--- config.mk ---
export PLATFORM = sky130hd
export DESIGN_NAME = jcec_seq
export DESIGN_NICKNAME = d
export VERILOG_FILES = /design/src/hw/rtl/jcec_pkg.sv /design/src/hw/rtl/jcec_alu.sv /design/src/hw/rtl/jcec_seq.sv
export SDC_FILE = /design/constraint.sdc
export NUM_CORES = 1
export LEC_CHECK = 0
export ABC_AREA = 1
export ABC_CLOCK_PERIOD_IN_PS = 8600
export BUFFER_PORTS_ARGS = -buffer_cell sky130_fd_sc_hd__buf_2
export CAP_MARGIN = 20
export CORE_MARGIN = 4
export CORE_UTILIZATION = 60
export DETAILED_ROUTE_END_ITERATION = 10
export MAX_ROUTING_LAYER = met4
export PLACE_DENSITY_LB_ADDON = 0.08
export SLEW_MARGIN = 20
export SYNTH_ARGS = -nofsm -noshare
export SYNTH_HDL_FRONTEND = slang
export SYNTH_SLANG_ARGS = --single-unit
--- constraint.sdc ---
create_clock -name clk -period 8.6 [get_ports clk]
set_clock_uncertainty 0.15 [all_clocks]
set_input_delay 0.43 -clock clk [delete_from_list [all_inputs] [get_ports clk]]
set_output_delay 0.43 -clock clk [all_outputs]
set_load 0.05 [all_outputs]
--- src/hw/rtl/jcec_pkg.sv ---
// Shared constants and types for the jump chain exit counter.
// No dependencies; used by every RTL module of the block.
`default_nettype none

package jcec_pkg;

  localparam int unsigned MAX_POSITIONS = 1024;
  localparam int unsigned BLOCK_SIZE    = 32;

  localparam int unsigned POS_W   = 10;
  localparam int unsigned CNT_W   = 11;
  localparam int unsigned STR_W   = 11;
  localparam int unsigned EXIT_W  = 11;
  localparam int unsigned TOTAL_W = 11;

  localparam logic [TOTAL_W-1:0] TOTAL_MAX = 11'd2047;

  localparam int unsigned DIV_SHIFT = 18;

  localparam logic CMD_QUERY = 1'b0;
  localparam logic CMD_WRITE = 1'b1;

  typedef struct packed {
    logic             str_we;
    logic [POS_W-1:0] str_addr;
    logic             exit_we;
    logic [POS_W-1:0] exit_waddr;
    logic [POS_W-1:0] exit_raddr;
  } tbl_req_t;

endpackage

`default_nettype wire

--- src/hw/rtl/jcec_alu.sv ---
// Shared add and compare unit of the jump chain exit counter.
// Depends on jcec_pkg.
`default_nettype none

module jcec_alu (
  input  wire logic [jcec_pkg::CNT_W-1:0] a,
  input  wire logic [jcec_pkg::CNT_W-1:0] b,
  input  wire logic [jcec_pkg::CNT_W-1:0] limit,
  output logic      [jcec_pkg::CNT_W:0]   sum,
  output logic                            over
);

  assign sum  = {1'b0, a} + {1'b0, b};
  assign over = sum > {1'b0, limit};

endmodule

`default_nettype wire

--- src/hw/rtl/jcec_seq.sv ---
// Sequencer of the jump chain exit counter: block rebuild and block walk.
// Depends on jcec_pkg and jcec_alu; drives the jcec_tables ports.
`default_nettype none

module jcec_seq #(
  parameter int unsigned BLOCK_SIZE = jcec_pkg::BLOCK_SIZE
) (
  input  wire logic                               clk,
  input  wire logic                               rst_n,
  input  wire logic                               start,
  output logic                                    busy,
  input  wire logic                               in_command,
  input  wire logic [jcec_pkg::POS_W-1:0]         in_position,
  input  wire logic [jcec_pkg::STR_W-1:0]         in_strength,
  input  wire logic                               cfg_we,
  input  wire logic [jcec_pkg::CNT_W-1:0]         cfg_wdata,
  output logic                                    out_valid,
  output logic      [jcec_pkg::TOTAL_W-1:0]       out_jump_total,
  output jcec_pkg::tbl_req_t                      tbl_req,
  output logic      [jcec_pkg::STR_W-1:0]         str_wdata,
  output logic      [jcec_pkg::EXIT_W-1:0]        exit_wdata,
  output logic      [$clog2(BLOCK_SIZE+1)-1:0]    step_wdata,
  input  wire logic [jcec_pkg::STR_W-1:0]         str_rdata,
  input  wire logic [jcec_pkg::EXIT_W-1:0]        exit_rdata,
  input  wire logic [$clog2(BLOCK_SIZE+1)-1:0]    step_rdata
);

  localparam int unsigned POS_W   = jcec_pkg::POS_W;
  localparam int unsigned CNT_W   = jcec_pkg::CNT_W;
  localparam int unsigned STEP_W  = $clog2(BLOCK_SIZE + 1);
  localparam int unsigned RECIP_W = jcec_pkg::DIV_SHIFT + 1;
  localparam int unsigned RECIP   =
    ((1 << jcec_pkg::DIV_SHIFT) + BLOCK_SIZE - 1) / BLOCK_SIZE;
  localparam logic [CNT_W-1:0] CNT_MAX = CNT_W'(jcec_pkg::MAX_POSITIONS);
  localparam logic [CNT_W-1:0] BLK_M1  = CNT_W'(BLOCK_SIZE - 1);
  localparam int unsigned STR_W_LOCAL = jcec_pkg::STR_W;

  localparam logic [3:0] S_IDLE = 4'd0;
  localparam logic [3:0] S_DIV  = 4'd1;
  localparam logic [3:0] S_BASE = 4'd2;
  localparam logic [3:0] S_LAST = 4'd3;
  localparam logic [3:0] S_RSTR = 4'd4;
  localparam logic [3:0] S_TGT  = 4'd5;
  localparam logic [3:0] S_WB   = 4'd6;
  localparam logic [3:0] S_QRD  = 4'd7;
  localparam logic [3:0] S_QEV  = 4'd8;

  logic [3:0]                    state_r, state_nxt;
  logic [CNT_W-1:0]              count_r, count_nxt;
  logic [POS_W-1:0]              pos_r, pos_nxt;
  logic [POS_W-1:0]              q_r, q_nxt;
  logic [POS_W-1:0]              first_r, first_nxt;
  logic [POS_W-1:0]              last_r, last_nxt;
  logic [POS_W-1:0]              i_r, i_nxt;
  logic [jcec_pkg::EXIT_W-1:0]   t_r, t_nxt;
  logic                          far_r, far_nxt;
  logic [CNT_W-1:0]              x_r, x_nxt;
  logic [jcec_pkg::TOTAL_W-1:0]  total_r, total_nxt;
  logic                          out_valid_r, out_valid_nxt;
  logic [jcec_pkg::TOTAL_W-1:0]  out_total_r, out_total_nxt;

  logic [POS_W+RECIP_W-1:0]      div_prod;
  logic [POS_W+STEP_W-1:0]       base_prod;
  logic [CNT_W-1:0]              blk_end;
  logic [CNT_W-1:0]              cnt_m1;
  logic [CNT_W-1:0]              alu_a, alu_b, alu_lim;
  logic [CNT_W:0]                alu_sum;
  logic                          alu_over;
  logic [STR_W_LOCAL-1:0]        str_sat;

  jcec_alu u_alu (
    .a     (alu_a),
    .b     (alu_b),
    .limit (alu_lim),
    .sum   (alu_sum),
    .over  (alu_over)
  );

  assign div_prod  = {{RECIP_W{1'b0}}, pos_r} * (POS_W+RECIP_W)'(RECIP);
  assign base_prod = {{STEP_W{1'b0}}, q_r} * (POS_W+STEP_W)'(BLOCK_SIZE);
  assign blk_end   = {1'b0, first_r} + BLK_M1;
  assign cnt_m1    = count_r - CNT_W'(1);

  assign str_sat = (in_strength > CNT_MAX) ? CNT_MAX :
                   (in_strength == '0)     ? STR_W_LOCAL'(1) : in_strength;

  assign str_wdata  = str_sat;
  assign exit_wdata = far_r ? t_r : exit_rdata;
  assign step_wdata = far_r ? STEP_W'(1) : step_rdata + STEP_W'(1);

  always_comb begin
    state_nxt     = state_r;
    count_nxt     = count_r;
    pos_nxt       = pos_r;
    q_nxt         = q_r;
    first_nxt     = first_r;
    last_nxt      = last_r;
    i_nxt         = i_r;
    t_nxt         = t_r;
    far_nxt       = far_r;
    x_nxt         = x_r;
    total_nxt     = total_r;
    out_valid_nxt = 1'b0;
    out_total_nxt = out_total_r;

    tbl_req            = '0;
    tbl_req.str_addr   = i_r;
    tbl_req.exit_waddr = i_r;
    tbl_req.exit_raddr = x_r[POS_W-1:0];

    alu_a   = {1'b0, i_r};
    alu_b   = str_rdata;
    alu_lim = {1'b0, last_r};

    if (cfg_we) begin
      count_nxt = (cfg_wdata > CNT_MAX) ? CNT_MAX : cfg_wdata;
    end

    unique case (state_r)
      S_IDLE: begin
        tbl_req.str_addr = in_position;
        if (start) begin
          pos_nxt = in_position;
          if (in_command == jcec_pkg::CMD_WRITE) begin
            if ({1'b0, in_position} < count_r) begin
              tbl_req.str_we = 1'b1;
              state_nxt      = S_DIV;
            end
          end else begin
            x_nxt     = {1'b0, in_position};
            total_nxt = '0;
            state_nxt = S_QRD;
          end
        end
      end
      S_DIV: begin
        q_nxt     = div_prod[jcec_pkg::DIV_SHIFT +: POS_W];
        state_nxt = S_BASE;
      end
      S_BASE: begin
        first_nxt = base_prod[POS_W-1:0];
        state_nxt = S_LAST;
      end
      S_LAST: begin
        last_nxt  = (blk_end < cnt_m1) ? blk_end[POS_W-1:0] : cnt_m1[POS_W-1:0];
        i_nxt     = last_nxt;
        state_nxt = S_RSTR;
      end
      S_RSTR: begin
        state_nxt = S_TGT;
      end
      S_TGT: begin
        tbl_req.exit_raddr = alu_sum[POS_W-1:0];
        t_nxt              = alu_sum[jcec_pkg::EXIT_W-1:0];
        far_nxt            = alu_over;
        state_nxt          = S_WB;
      end
      S_WB: begin
        tbl_req.exit_we  = 1'b1;
        tbl_req.str_addr = i_r - POS_W'(1);
        if (i_r == first_r) begin
          state_nxt = S_IDLE;
        end else begin
          i_nxt     = i_r - POS_W'(1);
          state_nxt = S_TGT;
        end
      end
      S_QRD: begin
        if (x_r < count_r) begin
          state_nxt = S_QEV;
        end else begin
          out_valid_nxt = 1'b1;
          out_total_nxt = total_r;
          state_nxt     = S_IDLE;
        end
      end
      S_QEV: begin
        alu_a   = total_r;
        alu_b   = {{(CNT_W-STEP_W){1'b0}}, step_rdata};
        alu_lim = jcec_pkg::TOTAL_MAX;
        if (exit_rdata <= x_r) begin
          out_valid_nxt = 1'b1;
          out_total_nxt = total_r;
          state_nxt     = S_IDLE;
        end else begin
          total_nxt = alu_over ? jcec_pkg::TOTAL_MAX : alu_sum[jcec_pkg::TOTAL_W-1:0];
          x_nxt     = exit_rdata;
          state_nxt = S_QRD;
        end
      end
      default: begin
        state_nxt = S_IDLE;
      end
    endcase
  end

  always_ff @(posedge clk) begin
    if (!rst_n) begin
      state_r     <= S_IDLE;
      count_r     <= CNT_MAX;
      out_valid_r <= 1'b0;
    end else begin
      state_r     <= state_nxt;
      count_r     <= count_nxt;
      out_valid_r <= out_valid_nxt;
    end
  end

  always_ff @(posedge clk) begin
    pos_r       <= pos_nxt;
    q_r         <= q_nxt;
    first_r     <= first_nxt;
    last_r      <= last_nxt;
    i_r         <= i_nxt;
    t_r         <= t_nxt;
    far_r       <= far_nxt;
    x_r         <= x_nxt;
    total_r     <= total_nxt;
    out_total_r <= out_total_nxt;
  end

  assign busy           = (state_r != S_IDLE);
  assign out_valid      = out_valid_r;
  assign out_jump_total = out_total_r;

endmodule

`default_nettype wire

==> results of run 1 <==
## worst max path at each step
| stage | slack, ns | cells after the start | end | from |
|---|---|---|---|---|
| after floorplan | 4.40 | 15 | tbl_req[8] | state_r[1] |
| after global placement | 3.12 | 23 | total_r[8] | state_r[1] |
| after detailed placement | 2.96 | 23 | total_r[4] | state_r[1] |
| after CTS | 2.92 | 23 | total_r[4] | state_r[1] |
| after global routing | 2.34 | 23 | total_r[6] | state_r[1] |
| final | 2.81 | 23 | total_r[6] | state_r[1] |
## cells in the final DEF (no fill, tap or decap), drive strengths merged, types with 4 or more instances in the layout
master | netlist | routed
clkbuf | 14 | 10
nor4 | 4 | 4
dfxtp | 16 | 16
a21oi | 45 | 45
buf | 4 | 141
or2 | 4 | 4
edfxtp | 80 | 80
nor3 | 19 | 19
nor2 | 72 | 72
o211ai | 10 | 10
nand2 | 197 | 197
and2 | 5 | 5
o21ai | 76 | 76
ha | 57 | 57
nand4 | 8 | 8
clkinv | 2 | 4
xor2 | 10 | 10
inv | 139 | 142
nand3 | 45 | 45
## metal layers
layer,vias to the layer above,wire length (µm),GRT usage [%]
li1,3035,-,-
met1,2902,7700,39.8
met2,347,9490,51.6
met3,64,1650,4.20
met4,0,741,12.8
met5,-,0,-
## cell type report
class	instances	share of cell area, %
clock inverters	6	0.665
multi-input cells	577	42.4
clock buffers	10	1.83
well taps	136	2.26
inverters	141	7.04
repair buffers	141	9.62
flip-flops and latches	96	36.2
## worst register-to-register path, delay by kind of cell, from the launching register on
family	cells	cell delay [ns]
AND/OR/NAND/NOR	13	2.19
buffers and inverters	4	1.13
adder cells (fa/ha/maj)	3	1.03
XOR/XNOR	1	0.43
flip-flops	1	0.37
AO/OA/AOI/OAI	2	0.28
## power by group through the flow
stage	clock network [mW]	registers, mW	logic (mW)
final	0.297	0.663	1.02
after global routing	0.316	0.669	1.10
after CTS	0.295	0.661	1.00
after detailed placement	0	0.672	0.996
after global placement	0	0.667	0.973
after floorplan	0	0.680	0.716
## cells by family (layout without fill, tap and decap cells)
kind of cell / Yosys count / after routing
AOI/OAI and AO/OA: 149 / 149
and+or+nand+nor: 355 / 355
DFF: 96 / 96
muxes: 2 / 2
xor gates and xnor gates: 13 / 13
adders and majority gates: 58 / 58
buffers and inverters: 159 / 298
## registers in the layout (all words and copies together), names as in the netlist
name,cells
count_r,11
far_r,1
first_r,5
i_r,10
last_r,10
out_jump_total,11
out_valid,1
pos_r,5
q_r,5
state_r,4
t_r,11
total_r,11
x_r,11
==> run metrics, run 1 <==
status=finished clean; Syn Std Cell Area=6510 µm²; post-synthesis simple-gate area fraction=a little under a quarter; WP data required=8.58 ns; pwr/cell area=around 260 nW/µm²; post-CTS setup buffer count=0; Critical Path Sink Type=flip-flop; Core Area=roughly 10000 µm²; hold-critical path depth=3; proportion of synthesized area in mux cells=less than 1%; r2r worst-path depth=23; leakage=3.73 nW; Remaining Overflow, GRT=0; Synth area leader=edfxtp_1; shortest period the worst path allows=between 5 and 6 ns; Worst-path clk slew=roughly 0.1 ns; WS Path Type=reg -> reg; detail-routed via count per cell=around 5.7; Fmax=between 150 and 200 MHz; worst vdd ir=0.267 mV; worst path cell trace=nor2_2 -> nand3_2 -> inv_2 -> nand2_1 -> o21ai_0 -> ha_1 -> inv_1 -> fa_1 -> nor3_1 -> nor2_1 -> o21bai_1 -> xor2_1 -> inv_1 -> ha_1 -> nand2_1 -> nor2_1 -> nand3_1 -> nand3_1 -> nand2_1 -> nor2_2 -> nand3_1 -> nand2_1 -> inv_1; PortBufs=about 140; Fin Setup TNS=0 ns; Synth top cells by count=nand2_1, inv_1, edfxtp_1; crit start category=flip-flop; Die H=between 100 and 150 µm; Placement Setup Slack=approximately 3 ns; cell area after layout=roughly 7500 µm²; largest family of logic cells by synthesized area=simple AND/OR/NAND/NOR gates; final setup fails=0; Routability Congestion=0.994; CP max stage delay=around 0.85 ns; Post-Syn Instances=~830; P_int=about 1 mW; top post-synthesis cells by area=edfxtp_1, nand2_1, ha_1, inv_1, o21ai_0; worst reg2reg setup slack=approximately 2.8 ns; syn_nets=~960; Top Family by Delay on Critical Path=simple AND/OR/NAND/NOR gates; H-tree levels=3; predominant post-synthesis flop cell=edfxtp_1; Worst Max-Slew Pin Slew=a little under 1 ns; vias in the first global route=a little over 6000; Hold Startpoint=cfg_wdata[1]; sw frac=between 50% and 60%; Sw Pwr=0.991 mW; storage element area=about 2700 µm²; TritonRoute pass-1 iters=6; top-count cell post-synth=nand2_1; critical path peak fanout=between 40 and 50; Cells after DPL=approximately 1100; critical path's slowest cell=inv_2; final period utilization=about two thirds; share of the yosys chip area belonging to registers=about two fifths; final hold slack=roughly 0.16 ns; compound-gate portion of the synthesized area=approximately 13%; Final Instance Count excl. Fillers=1107; initial antenna violation count=0; Hold-fix buffers, CTS=0; Netlist cell types=41; maxcap violations=0; crit-path most repeated cell=nand2_1; Bufs on Longest Clock Path=2; total power draw=~2.0 mW; hold crit path type=in -> reg; synthesis warning total=0; WL per Instance=roughly 18 µm; Initial DRC Count=612; RSZ-0062 raised after global routing=false; CTS tree=built; Starting Density=between 60 and 70%; Layout Nets=1089; final hold violations=0; Routed Antenna Nets=0; placed cell areas=about 7300 µm²; final setup margin=between 2 and 3 ns; xor-xnor portion of the synthesized cell area=around 1.7%; DP HPWL=between 15 and 20 mm; top cell type's share of synthesized area=between 30% and 40%; Syn Area/Cell=7.83 µm²; first-pass GRT wire length=approximately 31 mm; CP bufs+invs=4; RR Startpoint=state_r[1]; Sequential Power Share=between 30% and 40%; slew margin rel.=35.6%; insertion delay to the later sink of the worst-skew pair=0.37 ns; EDFF count, synth=80; largest net degree at the start of global routing=50; # diodes=0; FP Rows=37; number of CTS-inserted buffers=9; Clock Power Share=15.0%; share of cells above drive strength 1=roughly 18%; Top-Level Pins=approximately 140; Async S/R FF share, synth=0%; gr usage total=approximately a third; Fillers=approximately 900; wirelength, routed=between 15 and 20 mm; Yosys reg bits=between 90 and 100; residual DRC count=0; Area growth syn-to-layout=15.4%; power share of the combinational group=between 50 and 60%; max-slew violation total from the final report=0; adder-cell area share of the yosys netlist=between 10 and 15%; Final Core Density=71.9%; post-CTS sizing=0; Root Buffer=clkbuf_8; crit path DAT=around 5.8 ns; hold-critical path endpoint=count_r[1]; Die ar.=12600 µm²; area of the multi-input gates=3190 µm²; Critical R2R Capture=total_r[6]; die width=about 110 µm; DR vias=between 6000 and 7000; clk sinks=between 90 and 100
Note: power is estimated with default switching activity, not from simulation.
==> inputs of run 2 (changes only) <==
- ABC_CLOCK_PERIOD_IN_PS: 8600 -> 5550
- CORE_UTILIZATION: 60 -> 56
- clock period: 8.6 -> 5.55 ns (I/O delays scaled with it)
==> run 2 against run 1 <==
Critical path depth rose by 1. Via count fell by 1.2%. Utilization fell by 5.0 points. Worst hold slack got worse by 0.12 ns. Clock power rose by 110%. Routed wire length fell by 3.1%.
==> run metrics, run 2 (synthesis gave the netlist of run 1 again) <==
Fillers=1014 (was 886); detail-routed via count per cell=5.62 (was 5.73); max-slew violation total from the final report=0 (unchanged); die width=116 µm (was 112 µm); final hold violations=0 (unchanged); H-tree levels=3 (unchanged); most frequent cells in the layout=nand2_1, buf_2, inv_1, edfxtp_1, o21ai_0 (unchanged); Area growth syn-to-layout=17.2% (was 15.4%); Fmax=208 MHz (was 173 MHz); Fin Setup TNS=0 ns (unchanged); Layout Nets=1090 (was 1089); Worst Setup EP=total_r[1] (was total_r[6]); most common cell after layout, fill and taps aside=nand2_1 (unchanged); Core Area=11400 µm² (was 10500 µm²); CP bufs+invs=3 (was 4); WP data required=5.51 ns (was 8.58 ns); # diodes=0 (unchanged); DP HPWL=14.9 mm (was 15.5 mm); RR Startpoint=state_r[1] (unchanged); worst reg2reg setup slack=0.75 ns (was 2.81 ns); FP Rows=39 (was 37); Initial DRC Count=549 (was 612); crit-path most repeated cell=nand2_1 (unchanged); CTS tree=built (unchanged); Top Family by Delay on Critical Path=simple AND/OR/NAND/NOR gates (unchanged); Worst-path clk slew=0.07 ns (was 0.10 ns); TritonRoute pass-1 iters=6 (unchanged); clk sinks=96 (unchanged); DR vias=6270 (was 6348); slew margin rel.=29.7% (was 35.6%); post-CTS setup buffer count=0 (unchanged); pwr/cell area=422 nW/µm² (was 263 nW/µm²); leakage=3.78 nW (was 3.73 nW); critical path peak fanout=49 (unchanged); residual DRC count=0 (unchanged); Die H=116 µm (was 112 µm); Critical Path Sink Type=flip-flop (unchanged); crit path from=state_r[1] (unchanged); number of CTS-inserted buffers=9 (unchanged); Placement Setup Slack=0.842 ns (was 2.96 ns); status=finished clean (unchanged); PortBufs=137 (unchanged); critical path's slowest cell=inv_2 (unchanged); final setup fails=0 (unchanged); RSZ-0062 raised after global routing=false (unchanged); largest net degree at the start of global routing=50 (unchanged); storage element area=2720 µm² (unchanged); CP max stage delay=0.56 ns (was 0.85 ns); Hold-fix buffers, CTS=0 (unchanged); hold crit path type=in -> reg (unchanged); Die ar.=13400 µm² (was 12600 µm²); Worst Max-Slew Pin Slew=1.05 ns (was 0.962 ns); Top-Level Pins=138 (unchanged); wirelength, routed=19.0 mm (was 19.6 mm); Remaining Overflow, GRT=0 (unchanged); r2r worst-path depth=24 (was 23); gr usage total=29.4% (was 31.5%); insertion delay to the later sink of the worst-skew pair=0.35 ns (was 0.37 ns); worst path cell trace=nor2_2 -> nand3_2 -> inv_2 -> nand2_1 -> o21ai_0 -> ha_1 -> inv_1 -> fa_1 -> nor3_1 -> nor2_1 -> xor2_1 -> ha_1 -> nand2_1 -> a21oi_1 -> nor2_1 -> nand2_1 -> nand2_1 -> nand2_1 -> nand3_1 -> nand2_1 -> nor2_2 -> nand3_1 -> nand2_1 -> inv_1 (was nor2_2 -> nand3_2 -> inv_2 -> nand2_1 -> o21ai_0 -> ha_1 -> inv_1 -> fa_1 -> nor3_1 -> nor2_1 -> o21bai_1 -> xor2_1 -> inv_1 -> ha_1 -> nand2_1 -> nor2_1 -> nand3_1 -> nand3_1 -> nand2_1 -> nor2_2 -> nand3_1 -> nand2_1 -> inv_1); crit path DAT=4.76 ns (was 5.78 ns); final period utilization=86.6% (was 67.4%); vias in the first global route=6063 (was 6097); Routability Congestion=0.988 (was 0.994); WS Path Type=reg -> reg (unchanged); Starting Density=57.1% (was 62.3%); first-pass GRT wire length=29.5 mm (was 30.7 mm); maxcap violations=0 (unchanged); worst vdd ir=0.399 mV (was 0.267 mV); Routed Antenna Nets=0 (unchanged); Critical Path Stages=24 (was 23); WL per Instance=17.0 µm (was 17.7 µm); crit start category=flip-flop (unchanged); area of the multi-input gates=3190 µm² (about the same); shortest period the worst path allows=4.80 ns (was 5.79 ns); post-CTS sizing=0 (unchanged); initial antenna violation count=0 (unchanged); Critical R2R Capture=total_r[1] (was total_r[6]); final setup margin=0.746 ns (was 2.81 ns); Root Buffer=clkbuf_16 (was clkbuf_8); share of cells above drive strength 1=17.5% (about the same); Bufs on Longest Clock Path=2 (unchanged)
==> run 2: layout make-up <==
cell class	count	share of cell area [%]
multi-input combinational	577	41.8
sequential	96	35.6
timing repair buffer	142	9.47
inverter	141	6.93
clock buffer	10	3.00
tap	143	2.34
clock inverter	6	0.852
==> run 2: worst min-delay path by stage <==
stage / start / end / slack [ns] / cells past startpoint
after floorplan: in_position[5] / pos_r[5] / 0.23 / 0
after global placement: pos_r[5] / q_r[0] / 0.25 / 0
after detailed placement: pos_r[5] / q_r[0] / 0.26 / 0
after CTS: cfg_wdata[0] / count_r[0] / 0.03 / 3
after global routing: cfg_wdata[9] / count_r[9] / 0.04 / 3
final: cfg_wdata[9] / count_r[9] / 0.03 / 3
==> run 2: stage by stage <==
stage / total power, mW / util, % / instances / hold WS (ns) / area, µm²
2_1_floorplan: 2.16 / - / 832 / 0.226 / 6520
3_3_place_gp: 2.54 / 64.3 / 1099 / 0.250 / 7340
3_5_place_dp: 2.58 / 64.3 / 1099 / 0.255 / 7340
4_1_cts: 3.20 / 66.9 / 1115 / 0.0295 / 7640
5_1_grt: 3.40 / 66.9 / 1115 / 0.0372 / 7640
6_report: 3.22 / 66.9 / 1115 / 0.0327 / 7640
==> run 2: power by group <==
group	switching, mW	total (mW)	internal [mW]
clock network	0.281	0.633	0.352
logic	1.17	1.57	0.404
registers	0.0718	1.02	0.948
total	1.52	3.22	1.70
==> run 2: metal layers <==
metal | part of all wire, % | routed length (µm) | GRT usage [%] | vias to the layer above
met5 | 0 | 0 | - | -
met4 | 3.9 | 735 | 12.0 | 0
met3 | 7.3 | 1390 | 4.86 | 68
met2 | 49 | 9320 | 49.8 | 302
met1 | 40 | 7540 | 34.9 | 2870
li1 | - | - | - | 3030
==> run 2: tightest hold or removal path, stage by stage <==
cell and delay, ns:
buf_2 0.10, nand2_1 0.05, a21oi_1 0.05
